===== src/design/afte_pkg.sv =====
`default_nettype none
package afte_pkg;

  typedef struct packed {
    logic [7:0] data_byte;
    logic [7:0] frame_len;
  } in_t;

  typedef struct packed {
    logic [7:0] tx_byte;
    logic       run_last;
    logic       frame_end;
  } out_t;

  typedef struct packed {
    logic [63:0] dest_addr64;
    logic [15:0] dest_addr16;
    logic [7:0]  radius;
    logic [7:0]  tx_options;
    logic [7:0]  api_id;
    logic [7:0]  frame_id;
  } cfg_t;

  typedef enum logic [2:0] {
    ST_IDLE,
    ST_START,
    ST_LEN_HI,
    ST_LEN_LO,
    ST_HDR,
    ST_DATA,
    ST_CHECK
  } state_e;

  typedef enum logic [2:0] {
    SRC_START,
    SRC_LEN_HI,
    SRC_LEN_LO,
    SRC_HDR,
    SRC_DATA,
    SRC_CHECK
  } src_e;

  // commands from the controller to the datapath
  typedef struct packed {
    logic       take;
    logic       first;
    src_e       src;
    logic [3:0] hdr_idx;
    logic       emit;
    logic       esc_mark;
    logic       flip;
    logic       add_sum;
    logic       dec_cnt;
    logic       run_last;
    logic       frame_end;
  } cmd_t;

  // status from the datapath back to the controller
  typedef struct packed {
    logic out_free;
    logic needs_esc;
    logic cnt_zero;
    logic cnt_one;
  } sts_t;

  localparam logic [7:0] MaxPayload = 8'd243;
  localparam logic [8:0] LenExtra   = 9'd14;
  localparam logic [7:0] StartMark  = 8'h7E;
  localparam logic [7:0] EscMark    = 8'h7D;
  localparam logic [7:0] EscFlip    = 8'h20;
  localparam logic [7:0] Xon        = 8'h11;
  localparam logic [7:0] Xoff       = 8'h13;
  localparam logic [3:0] HdrLast    = 4'd13;

  localparam logic [2:0] RegDest64  = 3'd0;
  localparam logic [2:0] RegDest16  = 3'd1;
  localparam logic [2:0] RegRadius  = 3'd2;
  localparam logic [2:0] RegOptions = 3'd3;
  localparam logic [2:0] RegApiId   = 3'd4;
  localparam logic [2:0] RegFrameId = 3'd5;

  function automatic logic needs_escape(input logic [7:0] b);
    return (b == StartMark) || (b == EscMark) || (b == Xon) || (b == Xoff);
  endfunction

endpackage
`default_nettype wire


===== src/design/afte_cfg.sv =====
`default_nettype none
module afte_cfg (
  input  wire logic              clk_i,
  input  wire logic              rst_ni,
  input  wire logic              psel,
  input  wire logic              penable,
  input  wire logic              pwrite,
  input  wire logic [5:0]        paddr,
  input  wire logic [63:0]       pwdata,
  output logic      [63:0]       prdata,
  output logic                   pready,
  output afte_pkg::cfg_t         cfg_o
);

  afte_pkg::cfg_t cfg_q, cfg_d;
  logic [2:0]     reg_idx;
  logic           wr_en;

  assign reg_idx = paddr[5:3];
  assign wr_en   = psel && penable && pwrite;
  assign pready  = 1'b1;
  assign cfg_o   = cfg_q;

  always_comb begin
    cfg_d = cfg_q;
    if (wr_en) begin
      case (reg_idx)
        afte_pkg::RegDest64:  cfg_d.dest_addr64 = pwdata;
        afte_pkg::RegDest16:  cfg_d.dest_addr16 = pwdata[15:0];
        afte_pkg::RegRadius:  cfg_d.radius      = pwdata[7:0];
        afte_pkg::RegOptions: cfg_d.tx_options  = pwdata[7:0];
        afte_pkg::RegApiId:   cfg_d.api_id      = pwdata[7:0];
        afte_pkg::RegFrameId: cfg_d.frame_id    = pwdata[7:0];
        default: ;
      endcase
    end
  end

  always_comb begin
    case (reg_idx)
      afte_pkg::RegDest64:  prdata = cfg_q.dest_addr64;
      afte_pkg::RegDest16:  prdata = {48'd0, cfg_q.dest_addr16};
      afte_pkg::RegRadius:  prdata = {56'd0, cfg_q.radius};
      afte_pkg::RegOptions: prdata = {56'd0, cfg_q.tx_options};
      afte_pkg::RegApiId:   prdata = {56'd0, cfg_q.api_id};
      afte_pkg::RegFrameId: prdata = {56'd0, cfg_q.frame_id};
      default:              prdata = 64'd0;
    endcase
  end

  always_ff @(posedge clk_i or negedge rst_ni) begin
    if (!rst_ni) begin
      cfg_q.dest_addr64 <= 64'd0;
      cfg_q.dest_addr16 <= 16'hFFFE;
      cfg_q.radius      <= 8'd0;
      cfg_q.tx_options  <= 8'd0;
      cfg_q.api_id      <= 8'h10;
      cfg_q.frame_id    <= 8'h01;
    end else begin
      cfg_q <= cfg_d;
    end
  end

endmodule
`default_nettype wire


===== src/design/afte_dp.sv =====
`default_nettype none
module afte_dp (
  input  wire logic           clk_i,
  input  wire logic           rst_ni,
  input  wire afte_pkg::in_t  in_req_i,
  input  wire afte_pkg::cfg_t cfg_i,
  input  wire afte_pkg::cmd_t cmd_i,
  input  wire logic           out_ready_i,
  output afte_pkg::out_t      out_rsp_o,
  output logic                out_valid_o,
  output afte_pkg::sts_t      sts_o
);

  logic [7:0]     data_q;
  logic [7:0]     cnt_q, cnt_d;
  logic [7:0]     sum_q, sum_d;
  afte_pkg::out_t out_q;
  logic           out_valid_q;
  logic [7:0]     len_clamp;
  logic [8:0]     total;
  logic [7:0]     cur_byte;
  logic [7:0]     hdr_byte;

  assign len_clamp = (in_req_i.frame_len > afte_pkg::MaxPayload) ?
                     afte_pkg::MaxPayload : in_req_i.frame_len;
  assign total     = {1'b0, cnt_q} + afte_pkg::LenExtra;

  // header field bytes, most significant first
  always_comb begin
    case (cmd_i.hdr_idx)
      4'd0:    hdr_byte = cfg_i.api_id;
      4'd1:    hdr_byte = cfg_i.frame_id;
      4'd2:    hdr_byte = cfg_i.dest_addr64[63:56];
      4'd3:    hdr_byte = cfg_i.dest_addr64[55:48];
      4'd4:    hdr_byte = cfg_i.dest_addr64[47:40];
      4'd5:    hdr_byte = cfg_i.dest_addr64[39:32];
      4'd6:    hdr_byte = cfg_i.dest_addr64[31:24];
      4'd7:    hdr_byte = cfg_i.dest_addr64[23:16];
      4'd8:    hdr_byte = cfg_i.dest_addr64[15:8];
      4'd9:    hdr_byte = cfg_i.dest_addr64[7:0];
      4'd10:   hdr_byte = cfg_i.dest_addr16[15:8];
      4'd11:   hdr_byte = cfg_i.dest_addr16[7:0];
      4'd12:   hdr_byte = cfg_i.radius;
      default: hdr_byte = cfg_i.tx_options;
    endcase
  end

  always_comb begin
    case (cmd_i.src)
      afte_pkg::SRC_START:  cur_byte = afte_pkg::StartMark;
      afte_pkg::SRC_LEN_HI: cur_byte = {7'd0, total[8]};
      afte_pkg::SRC_LEN_LO: cur_byte = total[7:0];
      afte_pkg::SRC_HDR:    cur_byte = hdr_byte;
      afte_pkg::SRC_DATA:   cur_byte = data_q;
      afte_pkg::SRC_CHECK:  cur_byte = ~sum_q;
      default:              cur_byte = 8'd0;
    endcase
  end

  always_comb begin
    cnt_d = cnt_q;
    sum_d = sum_q;
    if (cmd_i.take && cmd_i.first) begin
      cnt_d = len_clamp;
      sum_d = 8'd0;
    end else begin
      if (cmd_i.dec_cnt) begin
        cnt_d = cnt_q - 8'd1;
      end
      if (cmd_i.add_sum) begin
        sum_d = sum_q + cur_byte;
      end
    end
  end

  assign sts_o.out_free  = !out_valid_q || out_ready_i;
  assign sts_o.needs_esc = afte_pkg::needs_escape(cur_byte);
  assign sts_o.cnt_zero  = (cnt_q == 8'd0);
  assign sts_o.cnt_one   = (cnt_q == 8'd1);

  assign out_rsp_o   = out_q;
  assign out_valid_o = out_valid_q;

  always_ff @(posedge clk_i) begin
    if (cmd_i.take) begin
      data_q <= in_req_i.data_byte;
    end
    if (cmd_i.emit) begin
      out_q.tx_byte   <= cmd_i.esc_mark ? afte_pkg::EscMark :
                         (cmd_i.flip ? (cur_byte ^ afte_pkg::EscFlip) : cur_byte);
      out_q.run_last  <= cmd_i.run_last;
      out_q.frame_end <= cmd_i.frame_end;
    end
  end

  always_ff @(posedge clk_i or negedge rst_ni) begin
    if (!rst_ni) begin
      out_valid_q <= 1'b0;
      cnt_q       <= 8'd0;
      sum_q       <= 8'd0;
    end else begin
      cnt_q <= cnt_d;
      sum_q <= sum_d;
      if (cmd_i.emit) begin
        out_valid_q <= 1'b1;
      end else if (out_ready_i) begin
        out_valid_q <= 1'b0;
      end
    end
  end

endmodule
`default_nettype wire


===== src/design/afte_ctrl.sv =====
`default_nettype none
module afte_ctrl (
  input  wire logic           clk_i,
  input  wire logic           rst_ni,
  input  wire logic           in_valid_i,
  output logic                in_ready_o,
  input  wire afte_pkg::sts_t sts_i,
  output afte_pkg::cmd_t      cmd_o
);

  afte_pkg::state_e state_q, state_d;
  logic             esc_q, esc_d;
  logic             in_frame_q, in_frame_d;
  logic [3:0]       hdr_idx_q, hdr_idx_d;
  logic             esc_need;
  logic             step;
  logic             fin;

  assign in_ready_o = (state_q == afte_pkg::ST_IDLE);

  // one output byte per step; a slot finishes on its last byte
  assign esc_need = sts_i.needs_esc && (state_q != afte_pkg::ST_START);
  assign step     = (state_q != afte_pkg::ST_IDLE) && sts_i.out_free;
  assign fin      = step && (esc_q || !esc_need);

  always_comb begin
    state_d    = state_q;
    esc_d      = esc_q;
    in_frame_d = in_frame_q;
    hdr_idx_d  = hdr_idx_q;
    if (step) begin
      esc_d = !fin;
    end
    case (state_q)
      afte_pkg::ST_IDLE: begin
        if (in_valid_i) begin
          state_d = in_frame_q ? afte_pkg::ST_DATA : afte_pkg::ST_START;
        end
      end
      afte_pkg::ST_START: begin
        if (fin) state_d = afte_pkg::ST_LEN_HI;
      end
      afte_pkg::ST_LEN_HI: begin
        if (fin) state_d = afte_pkg::ST_LEN_LO;
      end
      afte_pkg::ST_LEN_LO: begin
        if (fin) begin
          state_d   = afte_pkg::ST_HDR;
          hdr_idx_d = 4'd0;
        end
      end
      afte_pkg::ST_HDR: begin
        if (fin) begin
          if (hdr_idx_q == afte_pkg::HdrLast) begin
            state_d = sts_i.cnt_zero ? afte_pkg::ST_CHECK : afte_pkg::ST_DATA;
          end else begin
            hdr_idx_d = hdr_idx_q + 4'd1;
          end
        end
      end
      afte_pkg::ST_DATA: begin
        if (fin) begin
          if (sts_i.cnt_one) begin
            state_d = afte_pkg::ST_CHECK;
          end else begin
            state_d    = afte_pkg::ST_IDLE;
            in_frame_d = 1'b1;
          end
        end
      end
      afte_pkg::ST_CHECK: begin
        if (fin) begin
          state_d    = afte_pkg::ST_IDLE;
          in_frame_d = 1'b0;
        end
      end
      default: state_d = afte_pkg::ST_IDLE;
    endcase
  end

  always_comb begin
    cmd_o.take      = in_ready_o && in_valid_i;
    cmd_o.first     = !in_frame_q;
    cmd_o.hdr_idx   = hdr_idx_q;
    cmd_o.emit      = step;
    cmd_o.esc_mark  = step && !esc_q && esc_need;
    cmd_o.flip      = esc_q;
    cmd_o.add_sum   = 1'b0;
    cmd_o.dec_cnt   = 1'b0;
    cmd_o.run_last  = 1'b0;
    cmd_o.frame_end = 1'b0;
    case (state_q)
      afte_pkg::ST_START:  cmd_o.src = afte_pkg::SRC_START;
      afte_pkg::ST_LEN_HI: cmd_o.src = afte_pkg::SRC_LEN_HI;
      afte_pkg::ST_LEN_LO: cmd_o.src = afte_pkg::SRC_LEN_LO;
      afte_pkg::ST_HDR: begin
        cmd_o.src     = afte_pkg::SRC_HDR;
        cmd_o.add_sum = fin;
      end
      afte_pkg::ST_DATA: begin
        cmd_o.src      = afte_pkg::SRC_DATA;
        cmd_o.add_sum  = fin;
        cmd_o.dec_cnt  = fin;
        cmd_o.run_last = fin && !sts_i.cnt_one;
      end
      afte_pkg::ST_CHECK: begin
        cmd_o.src       = afte_pkg::SRC_CHECK;
        cmd_o.run_last  = fin;
        cmd_o.frame_end = fin;
      end
      default: cmd_o.src = afte_pkg::SRC_START;
    endcase
  end

  always_ff @(posedge clk_i or negedge rst_ni) begin
    if (!rst_ni) begin
      state_q    <= afte_pkg::ST_IDLE;
      esc_q      <= 1'b0;
      in_frame_q <= 1'b0;
      hdr_idx_q  <= 4'd0;
    end else begin
      state_q    <= state_d;
      esc_q      <= esc_d;
      in_frame_q <= in_frame_d;
      hdr_idx_q  <= hdr_idx_d;
    end
  end

  // a pending escape half never survives into idle
  a_esc_not_idle: assert property (@(posedge clk_i) disable iff (!rst_ni)
    esc_q |-> (state_q != afte_pkg::ST_IDLE))
    else $error("escape pending while idle");

  // the escape mark is always followed by its second half
  a_esc_pair: assert property (@(posedge clk_i) disable iff (!rst_ni)
    cmd_o.esc_mark |=> (esc_q && (state_q == $past(state_q))))
    else $error("escape half lost");

  // the frame end is always the last byte of its request
  a_end_last: assert property (@(posedge clk_i) disable iff (!rst_ni)
    cmd_o.frame_end |-> (cmd_o.run_last && (state_d == afte_pkg::ST_IDLE) && !in_frame_d))
    else $error("frame end without request end");

  // header index stays within the header
  a_hdr_range: assert property (@(posedge clk_i) disable iff (!rst_ni)
    (state_q == afte_pkg::ST_HDR) |-> (hdr_idx_q <= afte_pkg::HdrLast))
    else $error("header index out of range");

endmodule
`default_nettype wire


===== src/design/api_frame_tx_escaper.sv =====
// channel   | direction | handshake                | payload
// ----------+-----------+--------------------------+---------------------------------------
// in        | input     | in_valid_i / in_ready_o  | in_req_i  (data_byte, frame_len)
// out       | output    | out_valid_o / out_ready_i| out_rsp_o (tx_byte, run_last, frame_end)
// cfg       | input     | psel/penable/pwrite      | paddr, pwdata, prdata (64-bit apb)
//
// a request is taken while idle, then one line byte per cycle through a single output register
// first request of a frame: start, length, 14 header bytes, then data, checksum or both,
//   each escaped byte costing one extra line byte; later requests: data, plus checksum on the last
// the byte sequencer in the controller walks these slots; one request is in work at a time
// out_ready_i low holds the output register and freezes the sequencer until it drains
// reset clears frame state and loads register defaults (dest_addr16 0xfffe, api id 0x10,
//   frame id 1); no clearing pass is needed
`default_nettype none
module api_frame_tx_escaper (
  input  wire logic           clk_i,
  input  wire logic           rst_ni,
  // payload bytes in
  input  wire logic           in_valid_i,
  output logic                in_ready_o,
  input  wire afte_pkg::in_t  in_req_i,
  // escaped line bytes out
  output logic                out_valid_o,
  input  wire logic           out_ready_i,
  output afte_pkg::out_t      out_rsp_o,
  // register port, register i at byte address 8*i
  input  wire logic           psel,
  input  wire logic           penable,
  input  wire logic           pwrite,
  input  wire logic [5:0]     paddr,
  input  wire logic [63:0]    pwdata,
  output logic      [63:0]    prdata,
  output logic                pready
);

  afte_pkg::cfg_t cfg;
  afte_pkg::cmd_t cmd;
  afte_pkg::sts_t sts;

  // header fields, read by the datapath while a frame header goes out
  afte_cfg u_cfg (
    .clk_i   (clk_i),
    .rst_ni  (rst_ni),
    .psel    (psel),
    .penable (penable),
    .pwrite  (pwrite),
    .paddr   (paddr),
    .pwdata  (pwdata),
    .prdata  (prdata),
    .pready  (pready),
    .cfg_o   (cfg)
  );

  // sequencer: walks start, length, header, data and checksum slots and splits escapes
  afte_ctrl u_ctrl (
    .clk_i      (clk_i),
    .rst_ni     (rst_ni),
    .in_valid_i (in_valid_i),
    .in_ready_o (in_ready_o),
    .sts_i      (sts),
    .cmd_o      (cmd)
  );

  // byte selection, length and checksum arithmetic, output register
  afte_dp u_dp (
    .clk_i       (clk_i),
    .rst_ni      (rst_ni),
    .in_req_i    (in_req_i),
    .cfg_i       (cfg),
    .cmd_i       (cmd),
    .out_ready_i (out_ready_i),
    .out_rsp_o   (out_rsp_o),
    .out_valid_o (out_valid_o),
    .sts_o       (sts)
  );

endmodule
`default_nettype wire


===== config.mk =====
export PLATFORM = sky130hd
export DESIGN_NAME = api_frame_tx_escaper
export DESIGN_NICKNAME = d
export VERILOG_FILES = /design/src/design/afte_pkg.sv /design/src/design/afte_cfg.sv /design/src/design/afte_dp.sv /design/src/design/afte_ctrl.sv /design/src/design/api_frame_tx_escaper.sv
export SDC_FILE = /design/constraint.sdc
export NUM_CORES = 1
export LEC_CHECK = 0
export BUFFER_PORTS_ARGS = -buffer_cell sky130_fd_sc_hd__buf_2
export CAP_MARGIN = 10
export CELL_PAD_IN_SITES_DETAIL_PLACEMENT = 0
export CELL_PAD_IN_SITES_GLOBAL_PLACEMENT = 1
export CORE_ASPECT_RATIO = 1.4
export CORE_MARGIN = 2
export CORE_UTILIZATION = 40
export CTS_BUF_LIST = sky130_fd_sc_hd__clkbuf_8
export CTS_CLUSTER_SIZE = 16
export DETAILED_ROUTE_END_ITERATION = 6
export PLACE_DENSITY_LB_ADDON = 0.1
export SLEW_MARGIN = 10
export SYNTH_ARGS = -nofsm -noshare
export SYNTH_HDL_FRONTEND = slang
export SYNTH_SLANG_ARGS = --single-unit

===== constraint.sdc =====
create_clock -name clk_i -period 3.1 [get_ports clk_i]
set_input_delay 0.775 -clock clk_i [delete_from_list [all_inputs] [get_ports clk_i]]
set_output_delay 0.775 -clock clk_i [all_outputs]
set_load 0.005 [all_outputs]

==> flow_metrics.tcl, run 1 <==
set metrics [dict create \
    hold_class "in2async" \
    grtUsageTotal 0.247 \
    worst_pin_slew_ns 0.610 \
    path_depth 17 \
    first_global_vias 8269 \
    die_area_um2 24000 \
    crit_path_start "u_ctrl.hdr_idx_q[1]" \
    grt_pass1_wl_um 45600 \
    gp_congestion 0.881 \
    crit_family "compound AO/OA/AOI/OAI gates" \
    p_comb_frac 0.596 \
    core_um2 22400 \
    fmax_mhz 293 \
    slowest_delay_ns 0.47 \
    design_area_um2 12400 \
    violations "negative setup slack" \
    yosys.area.top_type_share 0.332 \
    powerDensity_nw_per_um2 996 \
    setup_ws_ns -0.319 \
    grt_max_degree 53 \
    netlist.top_cell.by_area "dfrtp_1" \
    wl_per_cell_um 20.2 \
    die_y_um 183 \
    final_cell_mix "buf_2 (164), buf_4 (131), dfrtp_1 (119), mux2_2 (117), nand2_1 (52)" \
    drt_first_pass_iters 5 \
    area_growth_pct 36.4 \
    overflow 0 \
    setup_viol 32 \
    p_int_mw 7.44 \
    reg2reg_to "u_dp.sum_q[7]" \
    slew_violations 0 \
    fin_cells 1461 \
    die_w_um 132 \
    finalHoldViolCount 0 \
    vdd_drop_max_mv 0.451 \
    critPathBufInv 4 \
    io_pins 170 \
    fin_crit_sh 1.10 \
    seq_area_um2 4020 \
    fill_cells 2076 \
    hpwl_um 22100 \
    fin_crit_ns 3.42 \
    portBuffers 165 \
    tns_ns -5.17 \
    path_cells "buf_6 -> ha_4 -> buf_8 -> a22oi_1 -> a21oi_2 -> a2111oi_4 -> buf_4 -> o21ai_4 -> ha_4 -> nand2_2 -> a221o_1 -> nand4_1 -> a41oi_2 -> buf_4 -> xnor2_2 -> nor2_1 -> nor3_2" \
    cp_data_required_time_ns 3.45 \
    reg2reg_slack_ns -0.32 \
    synth_flop_cell "dfrtp_1" \
    max_cap_violations 0 \
    crit_end "u_dp.sum_q[7]" \
    wl_um 29500 \
    drive_above_1_share 0.513 \
    synth.net_count 966 \
    remaining_drc_errors 0 \
    drt_iter0_markers 428 \
    reg2reg_depth 17 \
    ys_top_cells_by_area "dfrtp_1 (33%), mux2_2 (15%), edfxtp_1 (5.9%), dfstp_2 (4.9%), and2_1 (3.7%)" \
    cts_buffers 17 \
    cp.arrival_ns 3.77 \
    viasPerCell 5.42 \
    root_buffer "clkbuf_8" \
    rsz0062_at_grt "true" \
    tritoncts "done" \
    ys_types 86 \
    start_util 0.406 \
    synthCells 858 \
    critPathCaptureType "register" \
    clock_latency_ns 0.47 \
    fin_skew_ns 0.0176 \
    nets 1254 \
    synth_edf_count 18 \
    ys_warn_count 0 \
    async_flop_share 0.885 \
    dp_slack_ns -0.637 \
    synth_area_um2 9120 \
    cts.sinks 156 \
    start_kind "register" \
    synth_area_per_cell_um2 10.6 \
    multi_input_area_um2 5280 \
    cp_max_fo 7 \
    critPathSlowestCell "dfrtp_2" \
    vias 7916 \
    p_seq_frac 0.258 \
    antenna_left 0 \
    clkPwrFrac 0.146 \
    p_leak_nw 5.68 \
    switching_share 0.399 \
    antenna_found_initial 1 \
    finalPower_mw 12.4 \
    path_class "reg2reg" \
    timing.rr.start "u_ctrl.hdr_idx_q[1]" \
    cts.clk_slew.worst_paths_ns 0.09 \
    htree_levels 4 \
    relSlewSlack 0.591 \
    dp.cells 1406 \
    rows 65 \
    placed_area_um2 11300 \
    cts_buffer_depth 2 \
    yosysSeqAreaShare 0.440 \
    switchingPower_mw 4.94 \
    ys_ff_latch 156 \
    final_common_cell "buf_2" \
    outcome "complete, but fails checks" \
]
==> metal layers <==
metal,vias to the layer above,wire length [um],global-route usage
met5,-,0,0
met4,0,1270,0.115
met3,68,987,0.0394
met2,201,15900,0.457
met1,3909,11400,0.276
li1,3738,-,-
==> cell type report <==
class,count,area share
Antenna cell,1,0.000201
Clock buffer,17,0.0188
Clock inverter,15,0.0179
Inverter,20,0.00624
Multi-Input combinational cell,626,0.424
Sequential cell,156,0.323
Tap cell,301,0.0303
Timing Repair Buffer,325,0.179
==> cell usage after synthesis (all sizes together), types with 10 or more instances <==
library cell  instances
a21oi                41
nor2b                10
nor2                 47
ha                   15
o21ai                30
dfrtp               121
buf                  27
nand2                59
nor3                 11
a22oi                25
inv                  20
clkbuf               29
edfxtp               18
nand2b               11
a211oi               10
mux2i                27
mux2                121
and2                 54
dfstp                17
nand3                19
==> kinds of logic (layout without fill, tap and decap cells) <==
group	count (synthesis)	count (layout)	synth area share
AOI/OAI and AO/OA	193	193	0.157
xor gates and xnor gates	9	9	0.00864
adders and majority gates	15	15	0.0206
buffers and inverters	76	377	0.0380
DFF	156	156	0.440
muxes	150	150	0.184
other	1	2	0.000411
and+or+nand+nor	258	258	0.151
==> worst register-to-register path, cell delays in order, from the launching register on <==
cell and delay (ns):
dfrtp_2 0.47, buf_6 0.14, ha_4 0.17, buf_8 0.14, a22oi_1 0.22, a21oi_2 0.10, a2111oi_4 0.40, buf_4 0.19
o21ai_4 0.07, ha_4 0.28, nand2_2 0.04, a221o_1 0.35, nand4_1 0.12, a41oi_2 0.12, buf_4 0.16, xnor2_2 0.12
nor2_1 0.13, nor3_2 0.06
==> worst min-delay path by stage <==
stage	startpoint	endpoint	slack [ns]	cells past startpoint
floorplan	rst_ni	u_cfg.cfg_o[100]	0.48	0
detailed placement	u_cfg.cfg_o[97]	u_cfg.cfg_o[97]	0.51	1
global route	rst_ni	u_dp.sum_q[5]	0.28	1
global placement	u_cfg.cfg_o[97]	u_cfg.cfg_o[97]	0.50	1
CTS	rst_ni	u_dp.sum_q[6]	0.27	1
finish	rst_ni	u_dp.sum_q[5]	0.26	1
==> power groups by stage <==
stage | Combinational [mW] | Sequential, mW | Clock (mW)
5_1_grt | 7.95 | 3.26 | 1.92
2_1_floorplan | 3.53 | 3.01 | 0
6_report | 7.38 | 3.20 | 1.81
3_3_place_gp | 6.03 | 3.20 | 0
3_5_place_dp | 6.05 | 3.20 | 0
4_1_cts | 6.79 | 3.19 | 1.85
==> sequential cells by signal (all words and copies together) (netlist names) <==
signal / count
u_cfg.cfg_o: 112
u_ctrl.state_q: 3
u_dp.sum_q: 8
u_dp.cnt_q: 8
u_ctrl.in_frame_q: 1
u_ctrl.esc_q: 1
u_dp.data_q: 8
u_dp.out_valid_o: 1
u_dp.out_rsp_o: 10
u_ctrl.hdr_idx_q: 4
==> timing repair <==
| item | in CTS | in global routing |
|---|---|---|
| endpoints found under the setup margin | 33 | 32 |
| gates resized for setup | 69 | 47 |
| buffers inserted | 12 | 13 |
| hold buffers | 0 | 0 |
| pin swaps | 39 | 35 |
| hold endpoints to repair | 0 | 0 |
==> metrics by stage <==
step	hold slack, ns	utilization
6_report	0.263	0.554
5_1_grt	0.278	0.554
4_1_cts	0.265	0.540
3_5_place_dp	0.512	0.501
3_3_place_gp	0.503	0.501
2_1_floorplan	0.479	-
No activity file was read; power rests on OpenSTA's default activity.
==> inputs of run 2 (changes only) <==
- CORE_UTILIZATION: 40 -> 41
==> run 2 against run 1 <==
The run still ends with negative setup slack left; maximum frequency increased by 1.2%; core utilization increased by 0.67 points; sequential power about the same; largest cell class unchanged; highest routed layer unchanged.
==> flow_metrics.tcl, run 2 (synthesis results as in run 1) <==
set metrics [dict create \
    final_cell_mix "buf_2 (164), buf_4 (121), mux2_2 (119), dfrtp_1 (119), nand2_1 (53)" \
    slew_violations 0 \
    cp_max_fo 6 \
    relSlewSlack 0.633 \
    p_seq_frac 0.264 \
    drive_above_1_share 0.503 \
    rsz0062_at_grt "true" \
    viasPerCell 5.48 \
    cts.hold.buffers_added 0 \
    portBuffers 165 \
    clkPwrFrac 0.130 \
    outcome "complete, but fails checks" \
    vdd_drop_max_mv 0.445 \
    violations "negative setup slack" \
    grt_max_degree 64 \
    cts.clk_slew.worst_paths_ns 0.09 \
    hold_class "in2async" \
    vias 7968 \
    htree_levels 4 \
    wl_um 29500 \
    io_pins 170 \
    switching_share 0.396 \
    hpwl_um 21500 \
    cts.sinks 156 \
    die_w_um 130 \
    switchingPower_mw 4.77 \
    first_global_vias 8294 \
    finalHoldViolCount 0 \
    final_common_cell "buf_2" \
    gp_congestion 0.866 \
    cts_buffers 17 \
    drt_first_pass_iters 5 \
    max_cap_violations 0 \
    overflow 0 \
    fin_util 0.561 \
    tritoncts "done" \
    root_buffer "clkbuf_8" \
    fin_crit_sh 1.09 \
    antenna_left 0 \
    cp.arrival_ns 3.76 \
    wl_per_cell_um 20.3 \
    clock_latency_ns 0.47 \
    area_growth_pct 34.4 \
    grt_pass1_wl_um 45600 \
    fin_crit_ns 3.38 \
    path_class "reg2reg" \
    core_um2 21900 \
    die_area_um2 23500 \
    setup_ws_ns -0.277 \
    die_y_um 180 \
    largest_register_ffs 112 \
    met2_usage 0.462 \
    placed_area_um2 11200 \
    nets 1248 \
    cp_data_required_time_ns 3.49 \
    grtUsageTotal 0.256 \
    fin_skew_ns 0.00924 \
    p_leak_nw 5.60 \
    design_area_um2 12300 \
    remaining_drc_errors 0 \
    start_util 0.417 \
    antenna_found_initial 4 \
    p_int_mw 7.26 \
    powerDensity_nw_per_um2 981 \
    drt_iter0_markers 428 \
    critPathCaptureType "register" \
    p_comb_frac 0.607 \
    start_kind "register" \
    grtUsageMet1 0.300 \
    cts_buffer_depth 2 \
    setup_viol 29 \
    worst_pin_slew_ns 0.550 \
    grt.busiest_layer "met2" \
    rows 64 \
    grt_use_met3 0.0386 \
    fmax_mhz 296 \
]
==> run 2: layout make-up <==
class,count,area (um2)
timing repair buffer,319,2200
tap,297,372
antenna,3,7.51
clock buffer,19,262
fill,2049,9600
multi-input combinational,626,5200
inverter,20,80.1
clock inverter,13,125
sequential,156,4020
==> run 2: stage by stage <==
| step | cells | total power, mW | setup slack [ns] | TNS, ns | hold WS [ns] |
|---|---|---|---|---|---|
| 2_1_floorplan | 858 | 6.54 | 0.000754 | 0 | 0.479 |
| 3_3_place_gp | 1393 | 9.11 | -0.379 | -7.34 | 0.505 |
| 3_5_place_dp | 1393 | 9.15 | -0.413 | -8.34 | 0.515 |
| 4_1_cts | 1442 | 11.4 | -0.269 | -4.81 | 0.265 |
| 5_1_grt | 1453 | 12.8 | -0.392 | -7.28 | 0.289 |
| 6_report | 1453 | 12.0 | -0.277 | -4.22 | 0.271 |
==> run 2: final timing paths <==
check | start | endpoint | slack [ns] | cells past startpoint
setup / recovery | u_ctrl.hdr_idx_q[1] | u_dp.sum_q[7] | -0.28 | 18
hold / removal | rst_ni | u_dp.sum_q[5] | 0.27 | 1
setup reg to reg | u_ctrl.hdr_idx_q[1] | u_dp.sum_q[7] | -0.28 | 18
hold reg to reg | u_cfg.cfg_o[103] | u_cfg.cfg_o[103] | 0.54 | 1
max in group asynchronous | rst_ni | u_cfg.cfg_o[101] | 2.06 | 2
min in group clk_i | in_req_i[15] | u_dp.data_q[7] | 0.47 | 1
==> run 2: metal layers <==
layer,share of wire,vias up
li1,-,3728
met1,0.40,3978
met2,0.54,214
met3,0.036,48
met4,0.029,0
met5,0,-
==> run 2: timing repair <==
item,4_1_cts,5_1_grt
endpoints found under the setup margin,33,33
pin swaps,17,52
buffers inserted,18,9
gates resized for setup,51,63
==> run 2: power groups by stage <==
| stage | sequential (mW) | combinational, mW | clock [mW] |
|---|---|---|---|
| after floorplan | 3.01 | 3.53 | 0 |
| after global placement | 3.18 | 5.93 | 0 |
| after detailed placement | 3.19 | 5.96 | 0 |
| after CTS | 3.16 | 6.67 | 1.58 |
| after global routing | 3.24 | 7.87 | 1.68 |
| final | 3.17 | 7.29 | 1.56 |
==> run 2: worst max-delay path, stage by stage, from the launching register on <==
cell	delay, ns
dfrtp_2	0.44
buf_6	0.13
ha_4	0.18
buf_6	0.13
buf_8	0.13
a22oi_2	0.18
a21oi_2	0.09
a2111oi_4	0.32
buf_4	0.19
o21ai_4	0.06
ha_4	0.28
nand2_2	0.05
a221o_1	0.33
nand4_1	0.15
a41oi_2	0.14
buf_4	0.16
xnor2_2	0.11
nor2_1	0.06
nor3_1	0.16
==> inputs of run 3 (changes only) <==
- REMOVE_ABC_BUFFERS: not set -> 1
==> run 3 against run 2 <==
The run still ends with negative setup slack left; clock skew is 0.0082 ns higher; routed wire length fell by 1.1%; design area increased by 3.1%; clock power is 13% higher.
==> flow_metrics.tcl, run 3 (synthesis results as in run 1) <==
set metrics [dict create \
    outcome "complete, but fails checks" \
    violations "negative setup slack" \
    antenna_left 0 \
    setup_ws_ns -0.248 \
    reg2reg_to "u_dp.cnt_q[4]" \
    reg2reg_slack_ns -0.25 \
    drive_above_1_share 0.531 \
    antennaDiodeCount 0 \
    cts_buffer_depth 2 \
    path_class "reg2reg" \
    multi_input_area_um2 5420 \
    cp_max_fo 5 \
    p_leak_nw 5.75 \
    cts.hold.buffers_added 0 \
    critPathSlowestCell "dfrtp_2" \
    overflow 0 \
    worst_pin_slew_ns 0.589 \
    clock_latency_ns 0.49 \
    largest_register_ffs 112 \
    max_cap_violations 0 \
    worst_path_most_repeated_cell "buf_6" \
    portBuffers 165 \
    reg2reg_depth 15 \
    dp_slack_ns -0.431 \
    start_kind "register" \
    relSlewSlack 0.607 \
    drt_first_pass_iters 4 \
    fin_util 0.578 \
    fin_cells 1467 \
    cts.clk_slew.worst_paths_ns 0.10 \
    fin_crit_sh 1.08 \
    first_global_vias 8133 \
    core_um2 21900 \
    nets 1265 \
    viasPerCell 5.49 \
    grt_max_degree 58 \
    seq_area_um2 4020 \
    hold_class "in2async" \
    slew_violations 0 \
    slowest_delay_ns 0.47 \
    drt_iter0_markers 375 \
    tritoncts "done" \
    cts_buffers 17 \
    dp.cells 1413 \
    die_w_um 130 \
    remaining_drc_errors 0 \
    vdd_drop_max_mv 0.531 \
    start_util 0.417 \
    fill_cells 1984 \
    critPathBufInv 5 \
    htree_levels 4 \
    gp_congestion 0.882 \
    powerDensity_nw_per_um2 1010 \
    grtUsageTotal 0.252 \
    wl_um 29200 \
    grt_pass1_wl_um 45000 \
    final_cell_mix "buf_2 (164), buf_4 (133), dfrtp_1 (119), mux2_2 (117), and2_1 (51)" \
    die_area_um2 23500 \
    fin_skew_ns 0.0175 \
    critPathCaptureType "register" \
    cts.sinks 156 \
    area_growth_pct 38.6 \
    io_pins 170 \
    cp.arrival_ns 3.73 \
    rsz0062_at_grt "true" \
    cp_data_required_time_ns 3.49 \
    fin_crit_ns 3.35 \
    setup_viol 31 \
    path_cells "buf_6 -> ha_4 -> or3_4 -> a21oi_4 -> buf_6 -> buf_6 -> a2111oi_2 -> buf_4 -> a21oi_4 -> nor4b_4 -> o21a_4 -> a2111oi_4 -> buf_4 -> and3_1 -> a211o_1" \
    rows 64 \
    die_y_um 180 \
    final_common_cell "buf_2" \
    timing.rr.start "u_ctrl.hdr_idx_q[0]" \
    finalHoldViolCount 0 \
    crit_family "compound AO/OA/AOI/OAI gates" \
    antenna_found_initial 0 \
    hpwl_um 21500 \
    root_buffer "clkbuf_8" \
    vias 8059 \
    fmax_mhz 299 \
    wl_per_cell_um 19.9 \
]
==> run 3: cell count changes in the layout (fill, tap and decap cells not counted), sizes merged <==
cell,change
clkinvlp,+1
clkbuf,-1
clkinv,-5
buf,+17
inv,+4
bufinv,+1
diode,-3
==> run 3: worst max path at each step <==
stage / startpoint / end / cells past startpoint
CTS: u_ctrl.hdr_idx_q[0] / u_dp.cnt_q[2] / 14
finish: u_ctrl.hdr_idx_q[0] / u_dp.cnt_q[4] / 15
global route: u_ctrl.hdr_idx_q[1] / u_dp.sum_q[7] / 16
global placement: u_ctrl.hdr_idx_q[1] / u_dp.sum_q[7] / 15
detailed placement: u_ctrl.hdr_idx_q[1] / u_dp.sum_q[7] / 15
floorplan: paddr[4] / u_cfg.cfg_o[100] / 3
==> run 3: final cells by class <==
cell class / instances / area share
Clock inverter: 14 / 0.0153
Sequential cell: 156 / 0.318
Multi-Input combinational cell: 626 / 0.429
Clock buffer: 18 / 0.0196
Timing Repair Buffer: 336 / 0.183
Inverter: 20 / 0.00614
Tap cell: 297 / 0.0294
==> run 3: worst reg2reg max path: cells and delay by family, from the launching register on <==
family / cells / cell delay, ns
flops: 1 / 0.47
simple gates: 3 / 0.81
fa+ha+maj: 1 / 0.17
compound gates: 6 / 1.12
buf+inv: 5 / 0.70
==> run 3: power breakdown <==
| group | internal [mW] | leakage, nW | total (mW) | switching (mW) |
|---|---|---|---|---|
| logic | 4.15 | 3.66 | 7.82 | 3.66 |
| clock network | 0.852 | 0.219 | 1.76 | 0.909 |
| registers | 2.68 | 1.87 | 3.22 | 0.537 |
==> run 3: what timing repair did <==
| action | in CTS | in global routing |
|---|---|---|
| gates resized for setup | 98 | 71 |
| pin swaps | 62 | 51 |
| setup buffers | 21 | 7 |
| gates cloned | 1 | 0 |
| setup endpoints to repair | 33 | 33 |
==> run 3: through the flow <==
stage / power [mW] / instance area [um2] / hold WS (ns) / TNS (ns)
final: 12.8 / 12600 / 0.174 / -4.03
after global routing: 13.6 / 12600 / 0.175 / -7.38
after CTS: 12.1 / 12300 / 0.183 / -2.71
after detailed placement: 9.14 / 11200 / 0.516 / -8.14
after global placement: 9.11 / 11200 / 0.508 / -7.50
after floorplan: 6.26 / 8850 / 0.479 / -208.99
==> run 3: layer usage <==
layer | share of wire | global-route usage | vias to the layer above
li1 | - | - | 3762
met1 | 0.38 | 0.289 | 4030
met2 | 0.55 | 0.461 | 209
met3 | 0.033 | 0.0383 | 58
met4 | 0.034 | 0.0976 | 0
met5 | 0 | 0 | -
